==> src/sle_pkg.sv <==
// ----------------------------------------------------------------------------
// sle_pkg: shared types and constants of the serial line editor
// Result kinds, command codes, sequencer states and the byte classifier.
// ----------------------------------------------------------------------------
package sle_pkg;

  typedef enum logic [2:0] {
    K_ECHO = 3'd0,
    K_LINE = 3'd1,
    K_BELL = 3'd2,
    K_EOF  = 3'd3,
    K_ERR  = 3'd4,
    K_INTR = 3'd5
  } kind_t;

  typedef enum logic [3:0] {
    OP_IGNORE,
    OP_EOF,
    OP_ERR,
    OP_INTR,
    OP_LINE,
    OP_PUT,
    OP_BS,
    OP_KILL,
    OP_WORD,
    OP_REPRINT
  } op_t;

  typedef struct packed {
    op_t        op;
    logic [7:0] ch;
  } cmd_t;

  typedef enum logic [3:0] {
    S_IDLE,
    S_STAT,
    S_PUT,
    S_LCR,
    S_LLF,
    S_LBODY,
    S_LEND,
    S_RCR,
    S_RBODY,
    S_WCHK,
    S_RUB1,
    S_RUB2,
    S_RUB3
  } state_t;

  typedef enum logic [1:0] {
    RM_SINGLE,
    RM_KILL,
    RM_WORD
  } rub_mode_t;

  localparam logic [7:0] CH_BS   = 8'h08;
  localparam logic [7:0] CH_TAB  = 8'h09;
  localparam logic [7:0] CH_LF   = 8'h0A;
  localparam logic [7:0] CH_CR   = 8'h0D;
  localparam logic [7:0] CH_SP   = 8'h20;
  localparam logic [7:0] CH_TOP  = 8'h7E;
  localparam logic [7:0] CH_DEL  = 8'h7F;
  localparam logic [7:0] CH_HIGH = 8'hA0;
  localparam logic [7:0] CTL_C   = 8'h03;
  localparam logic [7:0] CTL_R   = 8'h12;
  localparam logic [7:0] CTL_U   = 8'h15;
  localparam logic [7:0] CTL_W   = 8'h17;

  function automatic cmd_t classify(input logic [7:0] b, input logic fe, input logic ovr);
    cmd_t       c;
    logic [7:0] ch;
    ch   = (b == CH_TAB) ? CH_SP : b;
    c.ch = ch;
    c.op = OP_IGNORE;
    if (fe) begin
      c.op = OP_EOF;
    end else if (ovr) begin
      c.op = OP_ERR;
    end else if (b == CH_CR || b == CH_LF) begin
      c.op = OP_LINE;
    end else if ((ch >= CH_SP && ch <= CH_TOP) || ch >= CH_HIGH) begin
      c.op = OP_PUT;
    end else begin
      case (b)
        CTL_C:          c.op = OP_INTR;
        CH_BS, CH_DEL:  c.op = OP_BS;
        CTL_R:          c.op = OP_REPRINT;
        CTL_U:          c.op = OP_KILL;
        CTL_W:          c.op = OP_WORD;
        default:        c.op = OP_IGNORE;
      endcase
    end
    return c;
  endfunction

endpackage

==> src/sle_if.sv <==
// ----------------------------------------------------------------------------
// sle_if: word channels of the serial line editor
// Receive channel (byte plus line flags) and result channel.
// ----------------------------------------------------------------------------
interface sle_in_if;
  logic       valid;
  logic       ready;
  logic [7:0] rx_byte;
  logic       framing_error;
  logic       overrun;

  modport source (output valid, output rx_byte, output framing_error, output overrun,
                  input ready);
  modport sink   (input valid, input rx_byte, input framing_error, input overrun,
                  output ready);
endinterface

interface sle_out_if;
  logic       valid;
  logic       ready;
  logic [2:0] kind;
  logic [7:0] out_byte;
  logic       last;

  modport source (output valid, output kind, output out_byte, output last, input ready);
  modport sink   (input valid, input kind, input out_byte, input last, output ready);
endinterface

==> src/serial_line_editor.sv <==
// ----------------------------------------------------------------------------
// serial_line_editor: canonical-mode line editor for a serial receiver
// Line editing with echo, erase, reprint and line delivery.
// ----------------------------------------------------------------------------
// rx carries one received byte with its framing-error and overrun flags per
// word; tx carries result words (kind, out_byte, last), last marking the final
// word caused by one received byte. Both use valid/ready.
// Received words are classified and put in a two-entry command queue in the
// cycle they are taken; ignored control bytes are taken but give no result.
// The sequencer pops a command from the queue, then puts out one result word
// per cycle while tx is ready (ctrl-W first reads the last character in a
// check state). The first result passes through the queue, the sequencer
// state and the output register. A kill-line gives three words (BS, SP, BS)
// for each stored character, up to LINE_BYTES-1 of them, and a ctrl-W on a
// line with no space in it erases the whole line.
// rx stays ready while the queue has room, so up to two words are taken while
// the sequencer works. When tx stalls the output register holds its word and
// the sequencer waits; results are never dropped.
// Reset empties the line and the queue; the line store needs no clearing.
// ----------------------------------------------------------------------------
module serial_line_editor import sle_pkg::*; #(
  parameter int LINE_BYTES = 16
) (
  input  logic      clk,
  input  logic      rst,
  sle_in_if.sink    rx,
  sle_out_if.source tx
);

  logic q_push;
  logic q_full;
  logic q_pop;
  logic q_nempty;
  cmd_t q_wr_cmd;
  cmd_t q_rd_cmd;

  sle_front u_front (
    .rst    (rst),
    .rx     (rx),
    .q_full (q_full),
    .q_push (q_push),
    .q_cmd  (q_wr_cmd)
  );

  sle_fifo u_fifo (
    .clk    (clk),
    .rst    (rst),
    .push   (q_push),
    .wr_cmd (q_wr_cmd),
    .full   (q_full),
    .pop    (q_pop),
    .rd_cmd (q_rd_cmd),
    .nempty (q_nempty)
  );

  sle_back #(
    .LINE_BYTES (LINE_BYTES)
  ) u_back (
    .clk      (clk),
    .rst      (rst),
    .q_nempty (q_nempty),
    .q_cmd    (q_rd_cmd),
    .q_pop    (q_pop),
    .tx       (tx)
  );

endmodule

==> src/sle_front.sv <==
// ----------------------------------------------------------------------------
// sle_front: receive side
// Takes received words, classifies them into editor commands and queues them.
// ----------------------------------------------------------------------------
module sle_front import sle_pkg::*; (
  input  logic   rst,
  sle_in_if.sink rx,
  input  logic   q_full,
  output logic   q_push,
  output cmd_t   q_cmd
);

  assign rx.ready = !rst && !q_full;
  assign q_cmd    = classify(rx.rx_byte, rx.framing_error, rx.overrun);
  // ignored control bytes never reach the queue
  assign q_push   = rx.valid && rx.ready && (q_cmd.op != OP_IGNORE);

endmodule

==> src/sle_fifo.sv <==
// ----------------------------------------------------------------------------
// sle_fifo: two-entry command queue
// Decouples the classifier from the edit sequencer.
// ----------------------------------------------------------------------------
module sle_fifo import sle_pkg::*; (
  input  logic clk,
  input  logic rst,
  input  logic push,
  input  cmd_t wr_cmd,
  output logic full,
  input  logic pop,
  output cmd_t rd_cmd,
  output logic nempty
);

  cmd_t       slots [2];
  logic       wr_ptr;
  logic       rd_ptr;
  logic [1:0] count;

  always_ff @(posedge clk) begin
    if (rst) begin
      wr_ptr <= 1'b0;
      rd_ptr <= 1'b0;
      count  <= 2'd0;
    end else begin
      if (push) wr_ptr <= ~wr_ptr;
      if (pop)  rd_ptr <= ~rd_ptr;
      case ({push, pop})
        2'b10:   count <= count + 2'd1;
        2'b01:   count <= count - 2'd1;
        default: count <= count;
      endcase
    end
  end

  always_ff @(posedge clk) begin
    if (push) slots[wr_ptr] <= wr_cmd;
  end

  assign full   = (count == 2'd2);
  assign nempty = (count != 2'd0);
  assign rd_cmd = slots[rd_ptr];

  a_no_overflow: assert property (@(posedge clk) disable iff (rst) push |-> !full)
    else $error("command queue overflow");
  a_no_underflow: assert property (@(posedge clk) disable iff (rst) pop |-> nempty)
    else $error("command queue underflow");

endmodule

==> src/sle_back.sv <==
// ----------------------------------------------------------------------------
// sle_back: edit sequencer
// Runs queued commands on the line, one result word a cycle unless tx stalls.
// ----------------------------------------------------------------------------
module sle_back import sle_pkg::*; #(
  parameter int LINE_BYTES = 16
) (
  input  logic       clk,
  input  logic       rst,
  input  logic       q_nempty,
  input  cmd_t       q_cmd,
  output logic       q_pop,
  sle_out_if.source  tx
);

  localparam int             FW       = $clog2(LINE_BYTES);
  localparam logic [FW-1:0]  FILL_MAX = FW'(LINE_BYTES - 1);

  state_t        state, state_next;
  logic [FW-1:0] fill, fill_next;
  logic [FW-1:0] ptr, ptr_next;
  op_t           op;
  logic [7:0]    ch;

  logic [7:0]    line_mem [LINE_BYTES];
  logic [7:0]    rd_data;
  logic          rd_en;
  logic [FW-1:0] rd_addr;
  logic          wr_en;

  logic          out_valid;
  kind_t         out_kind;
  logic [7:0]    out_byte;
  logic          out_last;

  logic          emit_ok;
  logic          emit;
  kind_t         e_kind;
  logic [7:0]    e_byte;
  logic          e_last;

  kind_t         stat_kind;
  rub_mode_t     mode;
  logic          rub_done;

  assign emit_ok = !out_valid || tx.ready;

  always_comb begin
    case (op)
      OP_EOF:  stat_kind = K_EOF;
      OP_ERR:  stat_kind = K_ERR;
      default: stat_kind = K_INTR;
    endcase
    case (op)
      OP_KILL: mode = RM_KILL;
      OP_WORD: mode = RM_WORD;
      default: mode = RM_SINGLE;
    endcase
    // rd_data holds the character before the one being erased in word mode
    rub_done = (mode == RM_SINGLE) || (fill == FW'(1)) ||
               (mode == RM_WORD && rd_data == CH_SP);
  end

  // outputs
  always_comb begin
    q_pop   = 1'b0;
    emit    = 1'b0;
    e_kind  = K_ECHO;
    e_byte  = '0;
    e_last  = 1'b0;
    rd_en   = 1'b0;
    rd_addr = fill - FW'(1);
    wr_en   = 1'b0;
    case (state)
      S_IDLE: begin
        q_pop = q_nempty;
        if (q_nempty && q_cmd.op == OP_WORD && fill != '0) rd_en = 1'b1;
      end
      S_STAT: begin
        emit   = 1'b1;
        e_kind = stat_kind;
        e_last = 1'b1;
      end
      S_PUT: begin
        emit   = 1'b1;
        e_last = 1'b1;
        if (fill == FILL_MAX) begin
          e_kind = K_BELL;
        end else begin
          e_byte = ch;
          wr_en  = emit_ok;
        end
      end
      S_LCR: begin
        emit   = 1'b1;
        e_byte = CH_CR;
      end
      S_LLF: begin
        emit    = 1'b1;
        e_byte  = CH_LF;
        rd_en   = emit_ok;
        rd_addr = '0;
      end
      S_LBODY: begin
        emit   = 1'b1;
        e_kind = K_LINE;
        e_byte = rd_data;
        if (ptr != fill - FW'(1)) begin
          rd_en   = emit_ok;
          rd_addr = ptr + 1'b1;
        end
      end
      S_LEND: begin
        emit   = 1'b1;
        e_kind = K_LINE;
        e_byte = CH_LF;
        e_last = 1'b1;
      end
      S_RCR: begin
        emit    = 1'b1;
        e_byte  = CH_CR;
        e_last  = (fill == '0);
        rd_en   = emit_ok;
        rd_addr = '0;
      end
      S_RBODY: begin
        emit   = 1'b1;
        e_byte = rd_data;
        e_last = (ptr == fill - FW'(1));
        if (ptr != fill - FW'(1)) begin
          rd_en   = emit_ok;
          rd_addr = ptr + 1'b1;
        end
      end
      S_WCHK: begin
      end
      S_RUB1: begin
        emit   = 1'b1;
        e_byte = CH_BS;
        if (mode == RM_WORD && fill != FW'(1)) begin
          rd_en   = emit_ok;
          rd_addr = fill - FW'(2);
        end
      end
      S_RUB2: begin
        emit   = 1'b1;
        e_byte = CH_SP;
      end
      S_RUB3: begin
        emit   = 1'b1;
        e_byte = CH_BS;
        e_last = rub_done;
      end
      default: begin
      end
    endcase
  end

  // next state
  always_comb begin
    state_next = state;
    fill_next  = fill;
    ptr_next   = ptr;
    case (state)
      S_IDLE: begin
        if (q_nempty) begin
          case (q_cmd.op)
            OP_EOF, OP_ERR, OP_INTR: state_next = S_STAT;
            OP_LINE:                 state_next = S_LCR;
            OP_PUT:                  state_next = S_PUT;
            OP_BS, OP_KILL:          state_next = (fill != '0) ? S_RUB1 : S_IDLE;
            OP_WORD:                 state_next = (fill != '0) ? S_WCHK : S_IDLE;
            OP_REPRINT:              state_next = S_RCR;
            default:                 state_next = S_IDLE;
          endcase
        end
      end
      S_STAT: begin
        if (emit_ok) begin
          state_next = S_IDLE;
          fill_next  = '0;
        end
      end
      S_PUT: begin
        if (emit_ok) begin
          state_next = S_IDLE;
          if (fill != FILL_MAX) fill_next = fill + 1'b1;
        end
      end
      S_LCR: begin
        if (emit_ok) state_next = S_LLF;
      end
      S_LLF: begin
        if (emit_ok) begin
          ptr_next   = '0;
          state_next = (fill == '0) ? S_LEND : S_LBODY;
        end
      end
      S_LBODY: begin
        if (emit_ok) begin
          if (ptr == fill - FW'(1)) state_next = S_LEND;
          else                      ptr_next   = ptr + 1'b1;
        end
      end
      S_LEND: begin
        if (emit_ok) begin
          state_next = S_IDLE;
          fill_next  = '0;
        end
      end
      S_RCR: begin
        if (emit_ok) begin
          ptr_next   = '0;
          state_next = (fill == '0) ? S_IDLE : S_RBODY;
        end
      end
      S_RBODY: begin
        if (emit_ok) begin
          if (ptr == fill - FW'(1)) state_next = S_IDLE;
          else                      ptr_next   = ptr + 1'b1;
        end
      end
      S_WCHK: begin
        state_next = (rd_data == CH_SP) ? S_IDLE : S_RUB1;
      end
      S_RUB1: begin
        if (emit_ok) state_next = S_RUB2;
      end
      S_RUB2: begin
        if (emit_ok) state_next = S_RUB3;
      end
      S_RUB3: begin
        if (emit_ok) begin
          fill_next  = fill - FW'(1);
          state_next = rub_done ? S_IDLE : S_RUB1;
        end
      end
      default: state_next = S_IDLE;
    endcase
  end

  always_ff @(posedge clk) begin
    if (rst) begin
      state <= S_IDLE;
      fill  <= '0;
      ptr   <= '0;
      op    <= OP_IGNORE;
    end else begin
      state <= state_next;
      fill  <= fill_next;
      ptr   <= ptr_next;
      if (q_pop) op <= q_cmd.op;
    end
  end

  always_ff @(posedge clk) begin
    if (q_pop) ch <= q_cmd.ch;
  end

  always_ff @(posedge clk) begin
    if (wr_en) line_mem[fill] <= ch;
    if (rd_en) rd_data <= line_mem[rd_addr];
  end

  // output register
  always_ff @(posedge clk) begin
    if (rst) begin
      out_valid <= 1'b0;
    end else if (emit && emit_ok) begin
      out_valid <= 1'b1;
    end else if (tx.ready) begin
      out_valid <= 1'b0;
    end
  end

  always_ff @(posedge clk) begin
    if (emit && emit_ok) begin
      out_kind <= e_kind;
      out_byte <= e_byte;
      out_last <= e_last;
    end
  end

  assign tx.valid    = out_valid;
  assign tx.kind     = out_kind;
  assign tx.out_byte = out_byte;
  assign tx.last     = out_last;

  a_line_clears: assert property (@(posedge clk) disable iff (rst)
    (state == S_LEND && emit_ok) |=> fill == '0)
    else $error("line delivery did not clear the line");
  a_put_grows: assert property (@(posedge clk) disable iff (rst)
    (state == S_PUT && emit_ok && fill != FILL_MAX) |=> fill == $past(fill) + 1'b1)
    else $error("stored character not counted");
  a_status_zero: assert property (@(posedge clk) disable iff (rst)
    (out_valid && out_kind != K_ECHO && out_kind != K_LINE) |-> out_byte == '0)
    else $error("status word carries a byte");

endmodule

==> src/flat_wrapper.sv <==
// flat-port wrapper written by rule: the top's interface ports become plain ports
module serial_line_editor_flat import sle_pkg::*;
#(
  parameter int LINE_BYTES = 16
)
  (clk, rst, rx_valid, rx_rx_byte, rx_framing_error, rx_overrun, rx_ready, tx_valid, tx_kind, tx_out_byte, tx_last, tx_ready);
  sle_in_if rx_i ();
  sle_out_if tx_i ();
  input  logic clk;
  input  logic rst;
  input wire logic [$bits(rx_i.valid)-1:0] rx_valid;
  input wire logic [$bits(rx_i.rx_byte)-1:0] rx_rx_byte;
  input wire logic [$bits(rx_i.framing_error)-1:0] rx_framing_error;
  input wire logic [$bits(rx_i.overrun)-1:0] rx_overrun;
  output wire logic [$bits(rx_i.ready)-1:0] rx_ready;
  output wire logic [$bits(tx_i.valid)-1:0] tx_valid;
  output wire logic [$bits(tx_i.kind)-1:0] tx_kind;
  output wire logic [$bits(tx_i.out_byte)-1:0] tx_out_byte;
  output wire logic [$bits(tx_i.last)-1:0] tx_last;
  input wire logic [$bits(tx_i.ready)-1:0] tx_ready;
  assign rx_i.valid = rx_valid;
  assign rx_i.rx_byte = rx_rx_byte;
  assign rx_i.framing_error = rx_framing_error;
  assign rx_i.overrun = rx_overrun;
  assign rx_ready = rx_i.ready;
  assign tx_valid = tx_i.valid;
  assign tx_kind = tx_i.kind;
  assign tx_out_byte = tx_i.out_byte;
  assign tx_last = tx_i.last;
  assign tx_i.ready = tx_ready;
  serial_line_editor #(.LINE_BYTES(LINE_BYTES)) u_core (.clk(clk), .rst(rst), .rx(rx_i), .tx(tx_i));
endmodule
==> config.mk <==
export PLATFORM = sky130hd
export DESIGN_NAME = serial_line_editor_flat
export DESIGN_NICKNAME = d
export VERILOG_FILES = /design/src/sle_pkg.sv /design/src/sle_if.sv /design/src/serial_line_editor.sv /design/src/sle_front.sv /design/src/sle_fifo.sv /design/src/sle_back.sv /design/src/flat_wrapper.sv
export SDC_FILE = /design/constraint.sdc
export NUM_CORES = 1
export LEC_CHECK = 0
export BUFFER_PORTS_ARGS = -buffer_cell sky130_fd_sc_hd__buf_2
export CAP_MARGIN = 15
export CORE_ASPECT_RATIO = 1.5
export CORE_MARGIN = 3
export CORE_UTILIZATION = 62
export CTS_CLUSTER_SIZE = 10
export DETAILED_ROUTE_END_ITERATION = 10
export PLACE_DENSITY_LB_ADDON = 0.1
export SLEW_MARGIN = 20
export SYNTH_ARGS = -nofsm -noshare
export SYNTH_HDL_FRONTEND = slang
export SYNTH_SLANG_ARGS = --single-unit
==> constraint.sdc <==
create_clock -name clk -period 3.35 [get_ports clk]
set_input_delay 0.5025 -clock clk [delete_from_list [all_inputs] [get_ports clk]]
set_output_delay 0.5025 -clock clk [all_outputs]
set_load 0.02 [all_outputs]
Yosys cells after proc, flatten, opt, wreduce, memory -nomap -nowiden
Memories as Yosys holds them, arrays and structs flattened. A register that Yosys moved wholly into a read port is not among the register bits.
Cells that the tools add are included.
- equal/unequal tests: 63
- add/subtract/negate cells: 6
- bitwise logic cells: 2
- muxes and demuxes: 60
- reduce and logical (&&, ||, !) cells: 42
- order comparisons: 3
- operators with widths (operator ; number):
    $mux W4 ; 28
    $pmux W8 S6 ; 1
    $pmux W4 S11 ; 1
    $eq A4 B3 Y1 const B ; 9
    $eq A4 B4 Y1 const B ; 9
    $eq A8 B4 Y1 const B ; 4
    $ne A2 B2 Y1 const B ; 14
    $eq A8 B5 Y1 const B ; 3
    $pmux W4 S3 ; 2
    $pmux W4 S6 ; 1
    $eq A4 B2 Y1 const B ; 5
    $pmux W4 S5 ; 1
    $reduce_or A2 Y1 ; 9
    $eq A4 B1 Y1 const B ; 4
    $mux W8 ; 2
    $mux W1 ; 15
    $reduce_and A12 Y1 ; 1
    $reduce_or A11 Y1 ; 1
    $logic_and A1 B1 Y1 ; 9
    $pmux W3 S3 ; 1
    $add A4 B1 Y4 const B ; 2
    $eq A8 B2 Y1 const B ; 1
    $eq A8 B6 Y1 const B ; 1
    $eq A8 B7 Y1 const B ; 1
    other kinds (30) ; 51
- word-level logic and storage cells: 190
- register bits after elaboration: 41
- memories: 2
- bits in writable memories: 152
- input bits: 14
- memories (name ; depth ; bits a word ; read ports ; clocked after memory_dff ; write ports ; line ; source):
    u_core.u_back.line_mem ; 16 ; 8 ; 1 ; 1 ; 1 ; sle_back.sv:25 ; logic [7:0] line_mem [LINE_BYTES];
    u_core.u_fifo.slots ; 2 ; 12 ; 1 ; 1 ; 1 ; sle_fifo.sv:16 ; cmd_t slots [2];

Longest topological paths before layout
- word-level depth: 13
- depth in mapped cells: 13

Cells and area by module
A second synthesis with hierarchy kept.
- cell total of the unflattened synthesis: 701
- area total of the unflattened synthesis: 9341.5 µm²
- by module, submodules not included (module ; seq. area each (µm²) ; cells an instance ; area each (µm²) ; instances):
    sle_back ; 5024.8 ; 595 ; 7926.4 ; 1
    sle_fifo ; 820.8 ; 59 ; 1068.5 ; 1
    sle_front ; 0.0 ; 47 ; 346.6 ; 1

Worst setup path after synthesis
OpenSTA, ideal clock, no wires.
- path kind: register to register
- start point: register u_core.u_back.state[1]
- end point: memory u_core.u_back.line_mem[7][0], enable pin
- required time: 2.955 ns
- data arrival time: 2.573 ns
- slack: 0.382 ns
- buffers on the path: 1
- library setup time: 0.395 ns
- cell stages (with the launch flop): 7
- cells stage by stage: dfxtp_1 > buf_2 > nor2b_1 > nand2_1 > nor3_1 > nand2_1 > nor4_1
- cells in the longest elaborated chain, start to end: 4
- RTL lines (element ; line ; source):
    start, declared ; sle_back.sv:19 ; state_t state, state_next;
    start signal, assigned ; sle_back.sv:249 ; state <= state_next;
    $eq A4 B2 Y1 ; sle_back.sv:74 ; case (state)
    $mux W1 ; sle_back.sv:74 ;
    $mux W1 ; sle_back.sv:261 ; if (wr_en) line_mem[fill] <= ch;
    $mux W1 (not written as such) ; sle_back.sv:261 ;
    end, declared ; sle_back.sv:25 ;
No other way between the ends.

Worst setup path after layout
- start point: register u_core.u_back.state[2]
- end point: register u_core.u_back.rd_data[1], read port of u_core.u_back.line_mem, data pin
- cells in the longest elaborated chain, start to end: 3
- elaborated cells on any way between the ends: 10
- classes of those cells: eq/ne (5); mux (2); reduce/logical (3)
- RTL lines (element ; line ; source):
    $eq A4 B4 Y1 or $eq A4 B3 Y1 (tied branches) ; sle_back.sv:74 ;
    $reduce_or A2 Y1 (no source line) ; n/a ;
    $pmux W1 S4 or $pmux W4 S3 (tied branches) ; sle_back.sv:74 ;
    end, declared ; sle_back.sv:26 ; logic [7:0] rd_data;
Parallel ways exist; a longest one is shown, timed or not.
A chain may end at the register's enable or synchronous reset.

==> results.md <==
- Worst stage delay on the critical path: 0.59 ns
- Number of max-cap violations: 0
- Largest family of logic cells by synthesized area: simple AND/OR/NAND/NOR gates
- Slew Limit Fails: 0
- Ant. Diodes: 0
- Syn avg cell area: 13.5 µm²
- Largest net degree at the start of global routing: 33
- Post-Synth Simple-Gate Area: 12.0%
- Area share of xor/xnor cells in the synthesized design: 1.55%
- CP endpoint kind: register
- Vias in the first global route: 6077
- Min setup slack post-route: 0.175 ns
- Crit Path Category: reg2reg
- Cell with the largest stage delay on the worst path: dfxtp_1
- Clock Skew: 0.00927 ns
- Final Setup Violations: 0
- Post-Route WL: 20500 µm
- Die area: 16700 µm²
- Clk_lat worst skew: 0.51 ns
- Status: finished clean
- First-pass DRT Iterations: 5
- Die extent in x: 106 µm
- Vias: 5968
- CTS max path bufs: 3
- Vias/cell: 6.10
- Post-synth top area share: 57.7%
- TritonCTS clock tree: done
- DRC Markers: 0
- CP required: 3.62 ns
- Post-synthesis mux area share: 9.54%
- Setup TNS: 0 ns
- Critical Path Source Type: register
- Starting Density: 63.9%
- Fillers: 1026
- Cell taking the most area after synthesis: edfxtp_1
- Maximum VDD drop: 522 µV
- Netlist cell types: 82
- Crit share post-route: 94.8%
- Clk root buf: clkbuf_16
- RSZ-0062 raised after global routing: false
- Async set or reset register ratio after synthesis: 0%
- Num CTS Buffers: 24
- Core Rows: 54
- Final ANT Viol Nets: 0
- Crit path DAT: 3.44 ns
- Grt ovf: 0
- Number of synthesized flops with an enable pin: 180
- Seq/Total Area, Yosys: 62.4%
- Mapped Cells: 693
- Post-synthesis compound-gate area fraction: 10.1%
- Clock slew at reported path FFs: 0.06 ns
- I/O Buffers: 27
- Crit-path cells: nor3b_2 > buf_4 > o21bai_1 > a211oi_1 > a211oi_4 > buf_12 > buf_12 > mux2_2 > o22ai_1 > nor4_2 > buf_4
- Layout area overhead: 13.9%
- Final hold viol count: 0
- Core area: 14700 µm²
- Sink Count: 202
- Die height: 157 µm
- Tot GR Track Use: 25.3%
- Critical Path Source: u_core.u_back.state[2]$_SDFFE_PP0P_
- Initial antenna violation count: 0
- Nets: 788
- Share of cells above drive strength 1: 23.7%
- Max Fclk: 315 MHz
- Hold_sp: rx_rx_byte[7]
- Post-Synth Adder-Cell Area: 1.44%
- First-pass GRT wire length: 32300 µm
- Detailed Place HPWL: 14400 µm
- Synth Flop Type: edfxtp_1
- Placer Congestion: 0.930
- YS warnings: 0
- Yosys reg bits: 202
- Worst Max-Slew Pin Slew: 1.03 ns
- P_leak: 3.69 nW
- PD cells: 893 nW/µm²
- Num ports: 28
- CP max FO: 32
- Worst min-delay path class: in2reg
- Fin crit period: 3.18 ns
- Worst r2r src: u_core.u_back.state[2]$_SDFFE_PP0P_
- Pre-CTS setup slack: 0.126 ns
- Number of DRC markers in iteration 0: 452
- Wire per inst: 20.9 µm
- Syn Std Cell Area: 9370 µm²
- Total number of H-tree levels: 1
- Main area contributors after synthesis: edfxtp_1, mux2_2, dfxtp_1
- Slew HR: 31.2%
[repair_timing]
item	in CTS	in global routing
hold buffers	0	0
setup buffers	0	0
resized for setup	0	4
endpoints found under the setup margin	0	3
[worst max-delay path, delay by kind of cell, from the launching register on]
kind / cells / cell delay, ns
flip-flops: 1 / 0.59
buffers and inverters: 4 / 0.73
AO/OA/AOI/OAI: 4 / 1.04
AND/OR/NAND/NOR: 2 / 0.19
multiplexers: 1 / 0.35
[through the flow]
step / util [%] / instances / power [W] / cell area [µm²] / hold slack, ns
2_1_floorplan: - / 700 / 0.00596 / 9400 / 0.466
3_3_place_gp: 68.0 / 934 / 0.00717 / 9970 / 0.477
3_5_place_dp: 68.0 / 934 / 0.00725 / 9970 / 0.507
4_1_cts: 72.8 / 978 / 0.00954 / 10700 / 0.226
5_1_grt: 72.8 / 978 / 0.00999 / 10700 / 0.233
6_report: 72.8 / 978 / 0.00953 / 10700 / 0.241
[cell families (layout without fill, tap and decap cells)]
group	count (synthesis)	count (layout)
AO/OA/AOI/OAI	135	135
buffers and inverters	50	132
adder cells (fa/ha/maj)	11	11
multiplexers	82	82
XOR/XNOR	15	15
AND/OR/NAND/NOR	197	197
other	1	8
flip-flops	202	202
[area by class of cell]
type | instances | area [µm²] | area share (%)
Tap cell | 196 | 245 | 2.30
Timing Repair Buffer | 75 | 546 | 5.11
Clock buffer | 42 | 668 | 6.26
Sequential cell | 202 | 5850 | 54.8
Clock inverter | 2 | 25.0 | 0.234
Multi-Input combinational cell | 448 | 3300 | 30.9
Inverter | 13 | 48.8 | 0.457
[layer usage]
| layer | part of all wire (%) | routed length, µm | global-route usage (%) |
|---|---|---|---|
| met1 | 36 | 7420 | 29.4 |
| met2 | 54 | 11000 | 46.5 |
| met3 | 5.8 | 1190 | 3.22 |
| met4 | 4.3 | 875 | 11.4 |
| met5 | 0 | 0 | 0 |
[flip-flops by register name, summed over array words and instances (netlist names), named ones only]
name,count
u_core.u_back.line_mem,128
u_core.u_fifo.slots,24
u_core.u_back.ch,8
u_core.u_back.rd_data,8
u_core.u_back.tx.out_byte,8
u_core.u_back.fill,4
u_core.u_back.op,4
u_core.u_back.ptr,4
u_core.u_back.state,4
u_core.u_back.tx.kind,3
u_core.u_fifo.count,2
u_core.u_back.tx.last,1
u_core.u_back.tx.valid,1
u_core.u_fifo.rd_ptr,1
u_core.u_fifo.wr_ptr,1
[cells in the mapped netlist (3+ instances only)]
master	count
nand2_1	49
xor2_1	6
inv_1	13
clkbuf_1	18
o221ai_1	3
and2_1	13
a21oi_1	36
buf_6	8
nor4b_1	3
mux2i_1	23
nand3_1	8
ha_1	10
buf_2	4
a211oi_1	9
o22ai_2	8
mux2_2	46
nand4b_1	3
mux2_1	13
nor3b_1	7
dfxtp_1	22
or3_1	4
a22o_1	3
nor2b_1	6
nor4_2	9
xnor2_1	8
nor3_1	17
nor2_1	39
a221o_1	3
o21ai_0	19
nand2b_1	9
nor4_1	8
buf_1	4
o22ai_1	21
a22oi_1	3
edfxtp_1	180
[path summary, 6_finish.rpt]
| kind | to | slack [ns] | depth (start not counted) |
|---|---|---|---|
| worst min register to register | u_core.u_fifo.rd_ptr$_SDFFE_PP0P_ | 0.52 | 2 |
| worst min-delay path | u_core.u_fifo.slots[0][7]$_DFFE_PP_ | 0.24 | 1 |
| worst max register to register | u_core.u_back.rd_data[1]$_DFFE_PP_ | 0.17 | 11 |
| worst max-delay path | u_core.u_back.rd_data[1]$_DFFE_PP_ | 0.17 | 11 |
[cells in the final DEF, fill, tap and decap left out, types with 4 or more instances in the layout]
cell       instances
ha_1              10
o22ai_2            8
and2_1            13
o21ai_0           18
clkbuf_16         24
nor2_1            39
dfxtp_1           21
o22ai_1           21
inv_1             13
mux2_1            13
edfxtp_1         180
nand3_1            8
nor4_2             9
nand2b_1           9
nor4_1             8
nand2_1           49
mux2i_1           23
xor2_1             6
a21oi_1           35
buf_12             4
a211oi_1           9
buf_4             44
nor3_1            17
or3_1              4
buf_2             27
nor2b_1            6
mux2_2            46
conb_1             8
xnor2_1            8
clkbuf_1          18
nor3b_1            6
[power by group]
group	total [W]	leakage (nW)	internal (W)	switching [W]
Sequential	0.00376	1.82	0.00336	0.000400
Combinational	0.00349	1.54	0.00151	0.00198
Clock	0.00229	0.328	0.00135	0.000938
Total	0.00953	3.69	0.00621	0.00332
No activity file was read; power rests on OpenSTA's default activity.
